--- src/rtl/core/lfpd_pkg.sv ---
package lfpd_pkg;

  // fixed field widths
  localparam int SPEED_BITS   = 12;
  localparam int DEV_BITS     = 8;
  localparam int MAG_BITS     = 5;
  localparam int GAIN_BITS    = 16;
  localparam int TIMEOUT_BITS = 16;
  localparam int INTEG_BITS   = 16;
  localparam int MS_BITS      = 32;
  localparam int CFG_IDX_BITS = 3;
  localparam int CFG_DAT_BITS = 16;

  // product widths
  localparam int PROD_P_BITS = GAIN_BITS + MAG_BITS;
  localparam int PROD_I_BITS = GAIN_BITS + INTEG_BITS;
  localparam int DIFF_BITS   = MAG_BITS + 1;
  localparam int PROD_D_BITS = GAIN_BITS + 1 + DIFF_BITS - 1;

  // thresholds
  localparam int LINE_LIMIT     = 17;
  localparam int INTEGRAL_CLEAR = 6;
  localparam int DERIV_CLEAR    = 1;
  localparam int SLOW_LIMIT     = 14;
  localparam int HIGH_MAX       = 1500;
  localparam int MID_MAX        = 1000;

  // register reset values
  localparam logic [SPEED_BITS-1:0]   MAX_SPEED_RST = SPEED_BITS'(2000);
  localparam logic [SPEED_BITS-1:0]   MIN_SPEED_RST = SPEED_BITS'(500);
  localparam logic [TIMEOUT_BITS-1:0] TIMEOUT_RST   = TIMEOUT_BITS'(1000);
  localparam logic [GAIN_BITS-1:0]    GAIN_P_RST    = GAIN_BITS'(256);
  localparam logic [GAIN_BITS-1:0]    GAIN_I_RST    = '0;
  localparam logic [GAIN_BITS-1:0]    GAIN_D_RST    = '0;

  localparam int QUEUE_DEPTH_DEF = 4;

  typedef enum logic [CFG_IDX_BITS-1:0] {
    CFG_MAX_SPEED = 3'd0,
    CFG_MIN_SPEED = 3'd1,
    CFG_TIMEOUT   = 3'd2,
    CFG_GAIN_P    = 3'd3,
    CFG_GAIN_I    = 3'd4,
    CFG_GAIN_D    = 3'd5
  } lfpd_cfg_e;

  typedef enum logic {
    OP_READING = 1'b0,
    OP_TICK    = 1'b1
  } lfpd_op_e;

  typedef enum logic [1:0] {
    KIND_TICK    = 2'd0,
    KIND_ON_LINE = 2'd1,
    KIND_OFF     = 2'd2
  } lfpd_kind_e;

  typedef struct packed {
    logic                       operation;
    logic signed [DEV_BITS-1:0] deviation;
  } lfpd_in_t;

  typedef struct packed {
    logic [SPEED_BITS-1:0] left_speed;
    logic [SPEED_BITS-1:0] right_speed;
    logic                  line_lost_stop;
  } lfpd_out_t;

  // classified item held in the queue
  typedef struct packed {
    lfpd_kind_e          kind;
    logic                neg;
    logic                pos;
    logic [MAG_BITS-1:0] mag;
  } lfpd_entry_t;

  // pid stage to drive stage
  typedef struct packed {
    logic                          stop;
    logic                          neg;
    logic                          pos;
    logic                          slow;
    logic [PROD_P_BITS-1:0]        prod_p;
    logic [PROD_I_BITS-1:0]        prod_i;
    logic signed [PROD_D_BITS-1:0] prod_d;
  } lfpd_stage_t;

endpackage

--- src/rtl/core/lfpd_front.sv ---
module lfpd_front import lfpd_pkg::*; (
  input  logic        in_valid_i,
  output logic        in_ready_o,
  input  lfpd_in_t    in_item_i,
  input  logic        full_i,
  output logic        push_o,
  output lfpd_entry_t entry_o
);

  logic [DEV_BITS-1:0] mag_full;

  always_comb begin
    mag_full = in_item_i.deviation[DEV_BITS-1] ? DEV_BITS'(-in_item_i.deviation)
                                               : DEV_BITS'(in_item_i.deviation);
    entry_o.neg = in_item_i.deviation[DEV_BITS-1];
    entry_o.pos = !in_item_i.deviation[DEV_BITS-1] && (in_item_i.deviation != '0);
    entry_o.mag = mag_full[MAG_BITS-1:0];
    if (in_item_i.operation == OP_TICK) begin
      entry_o.kind = KIND_TICK;
    end else if (32'(mag_full) < LINE_LIMIT) begin
      entry_o.kind = KIND_ON_LINE;
    end else begin
      entry_o.kind = KIND_OFF;
    end
  end

  assign in_ready_o = !full_i;
  assign push_o     = in_valid_i && !full_i;

endmodule

--- src/rtl/core/lfpd_fifo.sv ---
module lfpd_fifo import lfpd_pkg::*; #(
  parameter int DEPTH = QUEUE_DEPTH_DEF
) (
  input  logic        clk_i,
  input  logic        rst_ni,
  input  logic        push_i,
  input  lfpd_entry_t entry_i,
  output logic        full_o,
  output logic        valid_o,
  output lfpd_entry_t entry_o,
  input  logic        pop_i
);

  localparam int PTR_W = (DEPTH > 1) ? $clog2(DEPTH) : 1;
  localparam int CNT_W = $clog2(DEPTH + 1);

  lfpd_entry_t        mem_q [DEPTH];
  logic [PTR_W-1:0]   wr_q, wr_d, rd_q, rd_d;
  logic [CNT_W-1:0]   cnt_q, cnt_d;
  logic               do_pop;

  assign do_pop  = pop_i && valid_o;
  assign full_o  = (cnt_q == CNT_W'(DEPTH));
  assign valid_o = (cnt_q != '0);
  assign entry_o = mem_q[rd_q];

  always_comb begin
    wr_d  = wr_q;
    rd_d  = rd_q;
    cnt_d = cnt_q;
    if (push_i) begin
      wr_d = (wr_q == PTR_W'(DEPTH - 1)) ? '0 : wr_q + 1'b1;
    end
    if (do_pop) begin
      rd_d = (rd_q == PTR_W'(DEPTH - 1)) ? '0 : rd_q + 1'b1;
    end
    if (push_i && !do_pop) begin
      cnt_d = cnt_q + 1'b1;
    end else if (!push_i && do_pop) begin
      cnt_d = cnt_q - 1'b1;
    end
  end

  always_ff @(posedge clk_i or negedge rst_ni) begin
    if (!rst_ni) begin
      wr_q  <= '0;
      rd_q  <= '0;
      cnt_q <= '0;
    end else begin
      wr_q  <= wr_d;
      rd_q  <= rd_d;
      cnt_q <= cnt_d;
    end
  end

  always_ff @(posedge clk_i) begin
    if (push_i) begin
      mem_q[wr_q] <= entry_i;
    end
  end

endmodule

--- src/rtl/core/lfpd_pid.sv ---
module lfpd_pid import lfpd_pkg::*; (
  input  logic                    clk_i,
  input  logic                    rst_ni,
  input  logic                    q_valid_i,
  input  lfpd_entry_t             q_entry_i,
  output logic                    q_ready_o,
  input  logic [GAIN_BITS-1:0]    gain_p_i,
  input  logic [GAIN_BITS-1:0]    gain_i_i,
  input  logic [GAIN_BITS-1:0]    gain_d_i,
  input  logic [TIMEOUT_BITS-1:0] timeout_i,
  output logic                    st_valid_o,
  output lfpd_stage_t             st_o,
  input  logic                    st_ready_i
);

  logic [INTEG_BITS-1:0]       integ_q, integ_d;
  logic [MAG_BITS-1:0]         prev_q;
  logic                        flag_q;
  logic [MS_BITS-1:0]          ms_q, ms_base;
  logic                        st_valid_q;
  lfpd_stage_t                 st_q, st_d;
  logic                        advance, pop;
  logic [INTEG_BITS:0]         integ_sum;
  logic [INTEG_BITS-1:0]       integ_sat;
  logic signed [DIFF_BITS-1:0] diff;
  logic                        stop_hit;

  assign advance    = !st_valid_q || st_ready_i;
  assign pop        = q_valid_i && advance;
  assign q_ready_o  = advance;
  assign st_valid_o = st_valid_q;
  assign st_o       = st_q;

  always_comb begin
    integ_sum = {1'b0, integ_q} + (INTEG_BITS + 1)'(q_entry_i.mag);
    integ_sat = integ_sum[INTEG_BITS] ? '1 : integ_sum[INTEG_BITS-1:0];
    integ_d   = (32'(q_entry_i.mag) <= INTEGRAL_CLEAR) ? '0 : integ_sat;
    diff      = $signed({1'b0, q_entry_i.mag}) - $signed({1'b0, prev_q});
    if (32'(q_entry_i.mag) <= DERIV_CLEAR) begin
      diff = '0;
    end
    // first off-line reading restarts the millisecond count
    ms_base  = flag_q ? ms_q : '0;
    stop_hit = ms_base > MS_BITS'(timeout_i);

    st_d.stop   = (q_entry_i.kind == KIND_OFF);
    st_d.neg    = q_entry_i.neg;
    st_d.pos    = q_entry_i.pos;
    st_d.slow   = 32'(q_entry_i.mag) >= SLOW_LIMIT;
    st_d.prod_p = PROD_P_BITS'(gain_p_i) * PROD_P_BITS'(q_entry_i.mag);
    st_d.prod_i = PROD_I_BITS'(gain_i_i) * PROD_I_BITS'(integ_d);
    st_d.prod_d = $signed(PROD_D_BITS'({1'b0, gain_d_i})) * PROD_D_BITS'(diff);
  end

  always_ff @(posedge clk_i or negedge rst_ni) begin
    if (!rst_ni) begin
      integ_q    <= '0;
      prev_q     <= '0;
      flag_q     <= 1'b0;
      ms_q       <= '0;
      st_valid_q <= 1'b0;
    end else if (pop) begin
      case (q_entry_i.kind)
        KIND_TICK: begin
          if (flag_q && ms_q != '1) begin
            ms_q <= ms_q + 1'b1;
          end
          st_valid_q <= 1'b0;
        end
        KIND_OFF: begin
          flag_q     <= 1'b1;
          ms_q       <= ms_base;
          st_valid_q <= stop_hit;
        end
        KIND_ON_LINE: begin
          flag_q     <= 1'b0;
          ms_q       <= '0;
          integ_q    <= integ_d;
          prev_q     <= q_entry_i.mag;
          st_valid_q <= 1'b1;
        end
        default: begin
          st_valid_q <= 1'b0;
        end
      endcase
    end else if (advance) begin
      st_valid_q <= 1'b0;
    end
  end

  always_ff @(posedge clk_i) begin
    if (pop) begin
      st_q <= st_d;
    end
  end

endmodule

--- src/rtl/core/lfpd_drive.sv ---
module lfpd_drive import lfpd_pkg::*; (
  input  logic                  clk_i,
  input  logic                  rst_ni,
  input  logic                  st_valid_i,
  input  lfpd_stage_t           st_i,
  output logic                  st_ready_o,
  input  logic [SPEED_BITS-1:0] max_speed_i,
  input  logic [SPEED_BITS-1:0] min_speed_i,
  output logic                  out_valid_o,
  input  logic                  out_ready_i,
  output lfpd_out_t             out_item_o
);

  localparam int SUM_W = PROD_I_BITS + 2;
  localparam int CUT_W = SUM_W - 9;
  localparam int V_W   = CUT_W + 3;

  logic                    out_valid_q;
  lfpd_out_t               out_q, out_d;
  logic                    load;
  logic signed [SUM_W-1:0] sum, sum_abs;
  logic [CUT_W-1:0]        cut;
  logic signed [V_W-1:0]   max2, cut2, slow2, left2, right2;

  // twice the speed in, clamped and halved out
  function automatic logic [SPEED_BITS-1:0] clamp_half(
    input logic signed [V_W-1:0] v2,
    input logic signed [V_W-1:0] lim2,
    input logic [SPEED_BITS-1:0] lim
  );
    logic [SPEED_BITS-1:0] res;
    if (v2 <= 0) begin
      res = '0;
    end else if (v2 >= lim2) begin
      res = lim;
    end else begin
      res = v2[SPEED_BITS:1];
    end
    return res;
  endfunction

  assign load        = !out_valid_q || out_ready_i;
  assign st_ready_o  = load;
  assign out_valid_o = out_valid_q;
  assign out_item_o  = out_q;

  always_comb begin
    sum     = $signed(SUM_W'(st_i.prod_p)) + $signed(SUM_W'(st_i.prod_i))
            + SUM_W'(st_i.prod_d);
    sum_abs = sum[SUM_W-1] ? -sum : sum;
    cut     = sum_abs[SUM_W-2:8];
    max2    = $signed(V_W'({max_speed_i, 1'b0}));
    cut2    = $signed(V_W'({cut, 1'b0}));
    slow2   = '0;
    if (st_i.slow) begin
      if (32'(max_speed_i) >= HIGH_MAX) begin
        slow2 = $signed(V_W'(min_speed_i)) + $signed(V_W'({min_speed_i, 1'b0}));
      end else if (32'(max_speed_i) >= MID_MAX) begin
        slow2 = $signed(V_W'({min_speed_i, 1'b0}));
      end
    end
    left2  = max2 - (st_i.pos ? cut2 : '0) - slow2;
    right2 = max2 - (st_i.neg ? cut2 : '0) - slow2;

    if (st_i.stop) begin
      out_d.left_speed     = '0;
      out_d.right_speed    = '0;
      out_d.line_lost_stop = 1'b1;
    end else begin
      out_d.left_speed     = clamp_half(left2, max2, max_speed_i);
      out_d.right_speed    = clamp_half(right2, max2, max_speed_i);
      out_d.line_lost_stop = 1'b0;
    end
  end

  always_ff @(posedge clk_i or negedge rst_ni) begin
    if (!rst_ni) begin
      out_valid_q <= 1'b0;
    end else if (load) begin
      out_valid_q <= st_valid_i;
    end
  end

  always_ff @(posedge clk_i) begin
    if (load && st_valid_i) begin
      out_q <= out_d;
    end
  end

endmodule

--- src/rtl/core/line_follow_pid_drive_core.sv ---
// path: an accepted item passes through the queue and the pid stage register into the output register
// throughput: one item per cycle while the output is not held off, set by the pid stage whose state loop
//   and gain multiplies are computed from the queue head; the queue lets intake run ahead of a stalled output
// reset: asynchronous active low; registers return to their defaults, pid and
//   off-line state clear, queue and output empty; no clearing pass
module line_follow_pid_drive_core import lfpd_pkg::*; #(
  parameter int QUEUE_DEPTH = QUEUE_DEPTH_DEF
) (
  input  logic                    clk_i,
  input  logic                    rst_ni,
  // guide readings and ticks
  input  logic                    in_valid_i,
  output logic                    in_ready_o,
  input  lfpd_in_t                in_item_i,
  // wheel speeds
  output logic                    out_valid_o,
  input  logic                    out_ready_i,
  output lfpd_out_t               out_item_o,
  // register writes
  input  logic                    cfg_valid_i,
  output logic                    cfg_ready_o,
  input  logic [CFG_IDX_BITS-1:0] cfg_index_i,
  input  logic [CFG_DAT_BITS-1:0] cfg_data_i
);

  // configuration registers
  logic [SPEED_BITS-1:0]   max_speed_q, min_speed_q;
  logic [TIMEOUT_BITS-1:0] timeout_q;
  logic [GAIN_BITS-1:0]    gain_p_q, gain_i_q, gain_d_q;

  // front to queue
  logic        q_full, q_push;
  lfpd_entry_t q_wr_entry;
  // queue to pid stage
  logic        q_valid, q_pop;
  lfpd_entry_t q_rd_entry;
  // pid stage to drive stage
  logic        st_valid, st_ready;
  lfpd_stage_t st;

  // the user must send writes only while idle (the block does not enforce this); they are always taken
  assign cfg_ready_o = 1'b1;

  always_ff @(posedge clk_i or negedge rst_ni) begin
    if (!rst_ni) begin
      max_speed_q <= MAX_SPEED_RST;
      min_speed_q <= MIN_SPEED_RST;
      timeout_q   <= TIMEOUT_RST;
      gain_p_q    <= GAIN_P_RST;
      gain_i_q    <= GAIN_I_RST;
      gain_d_q    <= GAIN_D_RST;
    end else if (cfg_valid_i) begin
      case (cfg_index_i)
        CFG_MAX_SPEED: max_speed_q <= cfg_data_i[SPEED_BITS-1:0];
        CFG_MIN_SPEED: min_speed_q <= cfg_data_i[SPEED_BITS-1:0];
        CFG_TIMEOUT:   timeout_q   <= cfg_data_i[TIMEOUT_BITS-1:0];
        CFG_GAIN_P:    gain_p_q    <= cfg_data_i[GAIN_BITS-1:0];
        CFG_GAIN_I:    gain_i_q    <= cfg_data_i[GAIN_BITS-1:0];
        CFG_GAIN_D:    gain_d_q    <= cfg_data_i[GAIN_BITS-1:0];
        default: begin
          // unused index, write dropped
        end
      endcase
    end
  end

  // front: split ticks, on-line and off-line readings, fold deviation to magnitude
  lfpd_front u_front (
    .in_valid_i (in_valid_i),
    .in_ready_o (in_ready_o),
    .in_item_i  (in_item_i),
    .full_i     (q_full),
    .push_o     (q_push),
    .entry_o    (q_wr_entry)
  );

  // short queue decouples intake from the pid and drive stages
  lfpd_fifo #(
    .DEPTH (QUEUE_DEPTH)
  ) u_fifo (
    .clk_i   (clk_i),
    .rst_ni  (rst_ni),
    .push_i  (q_push),
    .entry_i (q_wr_entry),
    .full_o  (q_full),
    .valid_o (q_valid),
    .entry_o (q_rd_entry),
    .pop_i   (q_pop)
  );

  // pid state, off-line timer and registered gain products
  lfpd_pid u_pid (
    .clk_i      (clk_i),
    .rst_ni     (rst_ni),
    .q_valid_i  (q_valid),
    .q_entry_i  (q_rd_entry),
    .q_ready_o  (q_pop),
    .gain_p_i   (gain_p_q),
    .gain_i_i   (gain_i_q),
    .gain_d_i   (gain_d_q),
    .timeout_i  (timeout_q),
    .st_valid_o (st_valid),
    .st_o       (st),
    .st_ready_i (st_ready)
  );

  // sum, steering cut, slowdown and clamp into the output register
  lfpd_drive u_drive (
    .clk_i       (clk_i),
    .rst_ni      (rst_ni),
    .st_valid_i  (st_valid),
    .st_i        (st),
    .st_ready_o  (st_ready),
    .max_speed_i (max_speed_q),
    .min_speed_i (min_speed_q),
    .out_valid_o (out_valid_o),
    .out_ready_i (out_ready_i),
    .out_item_o  (out_item_o)
  );

  // a stop result carries zero speeds
  assert property (@(posedge clk_i) disable iff (!rst_ni)
    out_valid_o && out_item_o.line_lost_stop |->
      out_item_o.left_speed == '0 && out_item_o.right_speed == '0)
    else $error("stop item with nonzero speed");

  // speeds never pass the clamp
  assert property (@(posedge clk_i) disable iff (!rst_ni)
    out_valid_o |->
      out_item_o.left_speed <= max_speed_q && out_item_o.right_speed <= max_speed_q)
    else $error("speed above max_speed");

  // a full queue always has something to hand on
  assert property (@(posedge clk_i) disable iff (!rst_ni)
    !in_ready_o |-> q_valid)
    else $error("queue full and empty at once");

endmodule

--- config.mk ---
export PLATFORM = sky130hd
export DESIGN_NAME = line_follow_pid_drive_core
export DESIGN_NICKNAME = d
export VERILOG_FILES = /design/src/rtl/core/lfpd_pkg.sv /design/src/rtl/core/lfpd_front.sv /design/src/rtl/core/lfpd_fifo.sv /design/src/rtl/core/lfpd_pid.sv /design/src/rtl/core/lfpd_drive.sv /design/src/rtl/core/line_follow_pid_drive_core.sv
export SDC_FILE = /design/constraint.sdc
export NUM_CORES = 2
export LEC_CHECK = 0
export BUFFER_PORTS_ARGS = -buffer_cell sky130_fd_sc_hd__buf_4
export CORE_MARGIN = 4
export CORE_UTILIZATION = 49
export DETAILED_ROUTE_END_ITERATION = 6
export PLACE_DENSITY = 0.67
export SLEW_MARGIN = 20
export SYNTH_ARGS = -nofsm -noshare
export SYNTH_HDL_FRONTEND = slang
export SYNTH_SLANG_ARGS = --single-unit
--- constraint.sdc ---
create_clock -name clk_i -period 10 [get_ports clk_i]
set_input_delay 1 -clock clk_i [delete_from_list [all_inputs] [get_ports clk_i]]
set_output_delay 1 -clock clk_i [all_outputs]
set_load 0.02 [all_outputs]
=== After elaboration in Yosys (flattened, before gate mapping) ===
Memories as Yosys holds them, arrays and structs flattened.
Cells that the tools add are included.

* Add/subtract/negate cells: 16
* $mul: 3
* Magnitude comparators: 11
* Equal/unequal tests: 12
* Muxes and demuxes: 28
* Reductions and logical operators: 34

{| class="wikitable"
|+ Operator list
! kind !! count
|-
| 32-bit case mux with 3 select lines || 1
|-
| 32-bit two-way mux || 2
|-
| 28-bit by 14-bit greater-or-equal comparator with 1-bit output || 2
|-
| 28-bit by 1-bit less-or-equal comparator with 1-bit output (second input constant) || 2
|-
| 28-bit two-way mux || 2
|-
| 13-bit by 28-bit subtractor with 28-bit output || 2
|-
| 28-bit subtractor || 2
|-
| 26-bit two-way mux || 2
|-
| 34-bit by 22-bit adder with 34-bit output || 1
|-
| 21-bit by 32-bit adder with 33-bit output || 1
|-
| 33-bit two-way mux || 1
|-
| 33-bit negator || 1
|-
| 32-bit by 1-bit adder with 32-bit output (second input constant) || 1
|-
| 32-bit by 16-bit greater-than comparator with 1-bit output || 1
|-
| 16-bit by 16-bit multiplier with 32-bit output || 1
|-
| 16-bit two-way mux || 2
|-
| 32-bit inequality test (second input constant) || 1
|-
| 12-bit two-way mux || 2
|-
| 17-bit by 6-bit multiplier with 22-bit output || 1
|-
| 16-bit by 5-bit multiplier with 21-bit output || 1
|-
| 16-bit by 5-bit adder with 17-bit output || 1
|-
| 2-bit AND reduction || 8
|-
| 12-bit by 13-bit adder with 14-bit output || 1
|-
| 13-bit two-way mux || 1
|-
| 33 further kinds || 64
|}

* Flip-flop bits (word level): 255
* RAM bits: 36
* Input port bits: 33
* Output and inout bits: 28
* Word-level logic and storage cells: 130
* Memories: 1

{| class="wikitable"
|+ Memories
! name !! words !! bits a word !! read ports !! clocked after Yosys merged registers in !! wr ports !! RTL line !! RTL
|-
| u_fifo.mem_q || 4 || 9 || 1 || 0 || 1 || lfpd_fifo.sv:17 || <nowiki>lfpd_entry_t mem_q [DEPTH];</nowiki>
|}

=== Longest topological paths before layout ===
* Depth in word-level cells: 9
* Gate-level depth with buffers: 53
* Depth with buffers taken out: 50

=== By module ===
From an unflattened synthesis, not the netlist that was laid out.

* Cell total of the unflattened synthesis: 3887
* Area, all modules: 35663.0 µm²

{| class="wikitable"
|+ Modules (own cells, without submodules)
! module !! times used !! cells each !! area an instance (µm²) !! sequential area each (µm²)
|-
| lfpd_pid || 1 || 2235 || 20453.4 || 3748.6
|-
| lfpd_drive || 1 || 1341 || 9885.7 || 775.7
|-
| line_follow_pid_drive_core || 1 || 192 || 3354.5 || 2225.9
|-
| lfpd_fifo || 1 || 84 || 1729.2 || 1256.2
|-
| lfpd_front || 1 || 35 || 240.2 || 0.0
|}

=== Worst setup path after synthesis ===
OpenSTA, ideal clock, no wires.

* Path type: register to register
* Start point: register u_fifo.rd_q[0]
* End point: register u_pid.st_q (netlist bit u_pid.st_o[52]), data pin
* Library setup time: 0.265 ns
* Arrival: 9.761 ns
* Required time: 9.735 ns
* Path slack: -0.026 ns
* Cell stages (with the launch flop): 38
* Path buffers: 5
* Clock period less this slack: 10.026 ns
* Path through: dfrtp_1 buf_1 mux4_2 clkbuf_1 clkbuf_1 ha_1 a21oi_1 o21ai_0 a21o_1 nand2_1 nor2_1 nand2_1 or2_2 clkbuf_1 a21oi_1 clkbuf_1 nand2_1 fa_1 [2 not listed] fa_1 fa_1 inv_1 fa_1 inv_1 fa_1 ha_1 and2_1 o21ai_0 o21ai_0 o21ai_0 o21ai_0 a31o_2 a41o_1 o41a_1 a21oi_1 o21ai_0 xor2_1

{| class="wikitable"
|+ RTL lines
! item !! RTL line !! RTL
|-
| start, declared || lfpd_fifo.sv:18 || <nowiki>logic [PTR_W-1:0] wr_q, wr_d, rd_q, rd_d;</nowiki>
|-
| start signal, assigned || lfpd_fifo.sv:51 || <nowiki>rd_q <= rd_d;</nowiki>
|-
| end signal, assigned || lfpd_pid.sv:93 || <nowiki>st_q <= st_d;</nowiki>
|-
| end, declared || lfpd_pid.sv:21 || <nowiki>lfpd_stage_t st_q, st_d;</nowiki>
|}

=== Worst setup path in the final report ===
* Start point: register u_pid.st_q (netlist bit u_pid.st_o[22])
* End point: register u_drive.out_q (netlist bit u_drive.out_item_o[7]), data pin

* Word-level cells in the longest chain between the ends: 9
* Elaborated cells on any way between the ends: 11
* Those cells by class: add/sub: 5; order compare: 2; mux: 3; reduce/logical: 1

{| class="wikitable"
|+ RTL lines
! item !! RTL line !! RTL
|-
| 21-bit by 32-bit adder with 33-bit output (*) || lfpd_drive.sv:48 || <nowiki>sum = $signed(SUM_W'(st_i.prod_p)) + $signed(SUM_W'(st_i.prod_i))</nowiki>
|-
| 34-bit by 22-bit adder with 34-bit output (*) || lfpd_drive.sv:49 || <nowiki>+ SUM_W'(st_i.prod_d);</nowiki>
|-
| 33-bit negator || lfpd_drive.sv:50 || <nowiki>sum_abs = sum[SUM_W-1] ? -sum : sum;</nowiki>
|-
| 33-bit two-way mux (*) || lfpd_drive.sv:50 ||
|-
| 26-bit two-way mux (*) || lfpd_drive.sv:63 || <nowiki>right2 = max2 - (st_i.neg ? cut2 : '0) - slow2;</nowiki>
|-
| 13-bit by 28-bit subtractor with 28-bit output (*) || lfpd_drive.sv:63 ||
|-
| 28-bit subtractor (*) || lfpd_drive.sv:63 ||
|-
| 28-bit by 14-bit greater-or-equal comparator with 1-bit output or 28-bit by 1-bit less-or-equal comparator with 1-bit output (tied branches) || lfpd_drive.sv:34, lfpd_drive.sv:32 ||
|-
| 12-bit two-way mux or 2-bit OR reduction (tied branches) || - ||
|-
| end signal, assigned || lfpd_drive.sv:86 || <nowiki>out_q <= out_d;</nowiki>
|-
| end, declared || lfpd_drive.sv:19 || <nowiki>lfpd_out_t out_q, out_d;</nowiki>
|}

Mark *: on every way between the ends. The rest lies on a longest branch, timed or not.
A chain may end at the register's enable or synchronous reset.

==> results.yml <==
clock_tree:
  clk_pin_slew_worst_paths_ps: 70
  numCtsBuffers: 36
  cts_num_sinks: 291
  cts-root-buf: "clkbuf_16"
  worst_skew_pair.late_latency_ps: 590
  cts_tree: "done"
  hold_buffers: 0
  clockBufferDepth: 3
  htreeDepth: 2
yosys:
  async_flop_share_pct: 51.9
  syn-num-nets: 4495
  ys.flop_type: "edfxtp_1"
  ys_seq_area_share_pct: 23.2
  avgSynthCellArea_sq_um: 9.17
  ys_ff_latch: 291
  ys_types: 86
  yosysWarnings: 0
  syn-cell-area_sq_um: 34600
  synth_cells: 3771
  synth_edf_count: 140
critical_path:
  crit_path_end_kind: "flop"
  cp.arrival_ps: 9890
  cp_max_fo: 6
  cp-start-kind: "flop"
  crit_type: "reg -> reg"
  cpPeakStageDelay_ps: 500
  cpMostUsedCell: "a21oi_2"
  slowest_stage: "fa_1"
  crit_required_ps: 10310
die:
  die_h_um: 274
  fp-row-count: 97
  die_area_sq_um: 74900
  io_pins: 61
  die_w_um: 274
  start_util_pct: 49.4
  core-area_sq_um: 70000
global_route:
  first_global_vias: 26900
  antenna_found_initial: 6
  overflow: 0
  grt_pass1_wl_mm: 144
  grt_use_total_pct: 23.9
  grt_max_degree: 80
routing:
  drt_iter0_drc: 1682
  wirelength_mm: 87.6
  wl_per_cell_um: 18.2
  antenna_left: 0
  route.detailed.drc: 0
  routed_via_density: 5.55
  num_vias: 26700
  firstDrtPassIters: 6
sta:
  min_period_over_period_pct: 95.7
  clock_skew_ps: 51.3
  max_slew_margin_pct: 26.7
  setup_viol: 0
  finalHoldViolCount: 0
  slew_violations: 0
  max_freq_ghz: 0.104
  timing.final.crit_period_ps: 9570
  whs_ps: 309
  tightest_slew_ps: 1090
placed_design:
  place_congestion: 0.921
  detailed_place_hpwl_mm: 68.8
  port_buffers: 59
layout:
  regArea_sq_um: 8010
  mostFrequentLayoutCell: "inv_1"
  mostFrequentLayoutCells: "476 x inv_1, 466 x nand2_1, 365 x ha_1, 321 x fa_1, 214 x nor2_1"
  fin_nets: 4570
  fillerInstances: 6305
  multi_input_area_sq_um: 24600
  layout-drive-gt1-share_pct: 10.8
  area_growth_pct: 10.0
job:
  cap_violations: 0
min_path:
  worstHoldPathType: "in -> async"
run_status:
  status: "complete, no violations"
==> worst max-delay path: cells and delay by family (launching register included) <==
family                     cells  cell delay [ps]
AOI/OAI and AO/OA             23             4000
xor gates and xnor gates       2              310
adders and majority gates      5             1610
buffers and inverters          4              540
DFF                            1              380
muxes                          3              740
and+or+nand+nor                9             1770
==> synthesized netlist by cell type, drive strengths merged (7+ instances only) <==
cell	count	share of area (%)
a211o	9	0.23
a211oi	29	0.66
a21boi	8	0.17
a21o	50	1.1
a21oi	175	2.5
a31o	7	0.18
a31oi	32	0.58
and2	192	3.5
and3	34	0.62
and4	10	0.25
buf	11	0.21
clkbuf	108	1.2
dfrtp	132	9.6
dfstp	19	1.4
edfxtp	140	12
fa	323	19
ha	368	13
inv	477	5.2
mux2	83	2.7
mux2i	33	0.96
mux4	9	0.59
nand2	468	5.1
nand2b	38	0.69
nand3	54	0.80
nand4	30	0.54
nor2	217	2.4
nor2b	26	0.47
nor3	50	0.72
nor4	14	0.30
o211ai	14	0.30
o21a	32	0.69
o21ai	187	2.7
o21bai	36	0.78
o31ai	23	0.50
or2	24	0.43
or3	13	0.24
or4	8	0.17
xnor2	133	3.4
xor2	55	1.4
==> final cells by class <==
| class | count | share of cell area [%] |
|---|---|---|
| diodes | 1 | 0.00658 |
| clock inverters | 23 | 0.812 |
| multi-input cells | 2884 | 64.6 |
| inverters | 477 | 4.71 |
| repair buffers | 156 | 3.27 |
| flip-flops and latches | 291 | 21.1 |
| clock buffers | 43 | 2.46 |
| well taps | 940 | 3.09 |
==> sequential cells by signal (all words and copies together), names as in the netlist <==
| register | flops |
|---|---|
| u_fifo.cnt_q | 3 |
| u_pid.st_valid_o | 1 |
| u_pid.ms_q | 32 |
| min_speed_q | 12 |
| u_pid.prev_q | 5 |
| u_fifo.rd_q | 2 |
| u_drive.out_valid_o | 1 |
| gain_i_q | 16 |
| max_speed_q | 12 |
| gain_d_q | 16 |
| u_pid.integ_q | 16 |
| u_pid.st_o | 79 |
| u_fifo.wr_q | 2 |
| u_pid.flag_q | 1 |
| u_fifo.mem_q | 36 |
| gain_p_q | 16 |
| u_drive.out_item_o | 25 |
| timeout_q | 16 |
==> through the flow <==
step           setup slack, ps  util [%]  instance area, sq um  instances  TNS, ps
2_1_floorplan              118         -                 34600       3771        0
3_3_place_gp              -228      52.1                 36500       4737    -3460
3_5_place_dp              -423      52.1                 36500       4737    -7890
4_1_cts                  0.807      53.9                 37800       4804        0
5_1_grt                   -143      54.3                 38000       4814    -1640
6_report                   426      54.3                 38000       4815        0
==> repair_timing <==
item                                   4_1_cts  5_1_grt
resized for setup                            6       56
cloned                                       0        1
endpoints found under the hold margin        0        0
buffers inserted                             1        9
setup endpoints to repair                   24       27
pin swaps                                    1       16
==> kinds of logic (layout without fill, tap and decap cells) <==
group	count (synthesis)	in the layout	synth area share (%)
multiplexers	125	125	4.24
AO/OA/AOI/OAI	676	676	12.4
buffers and inverters	596	699	6.56
other	1	2	0.0108
XOR/XNOR	188	188	4.76
flip-flops	291	291	23.2
adder cells (fa/ha/maj)	691	691	32.0
AND/OR/NAND/NOR	1203	1203	16.8
==> metal layers <==
layer | up-vias | part of all wire (%) | global-route usage (%)
met4 | 0 | 3.6 | 7.71
met1 | 13000 | 46 | 33.9
li1 | 12900 | - | -
met3 | 126 | 5.6 | 3.37
met2 | 702 | 45 | 38.0
met5 | - | 0 | 0
==> worst paths after layout <==
check	startpoint	to	slack, ps	cells after the start
max	u_pid.st_o[22]	u_drive.out_item_o[7]	430	46
min	rst_ni	gain_i_q[5]	310	1
max reg2reg	u_pid.st_o[22]	u_drive.out_item_o[7]	430	46
min reg2reg	u_pid.ms_q[6]	u_pid.ms_q[6]	500	1
max in group asynchronous	rst_ni	gain_d_q[1]	7780	3
min in group clk_i	u_pid.ms_q[6]	u_pid.ms_q[6]	500	1
Power is not shown: default switching activity piles up to over one toggle a cycle in this logic, so the estimate is an artifact.
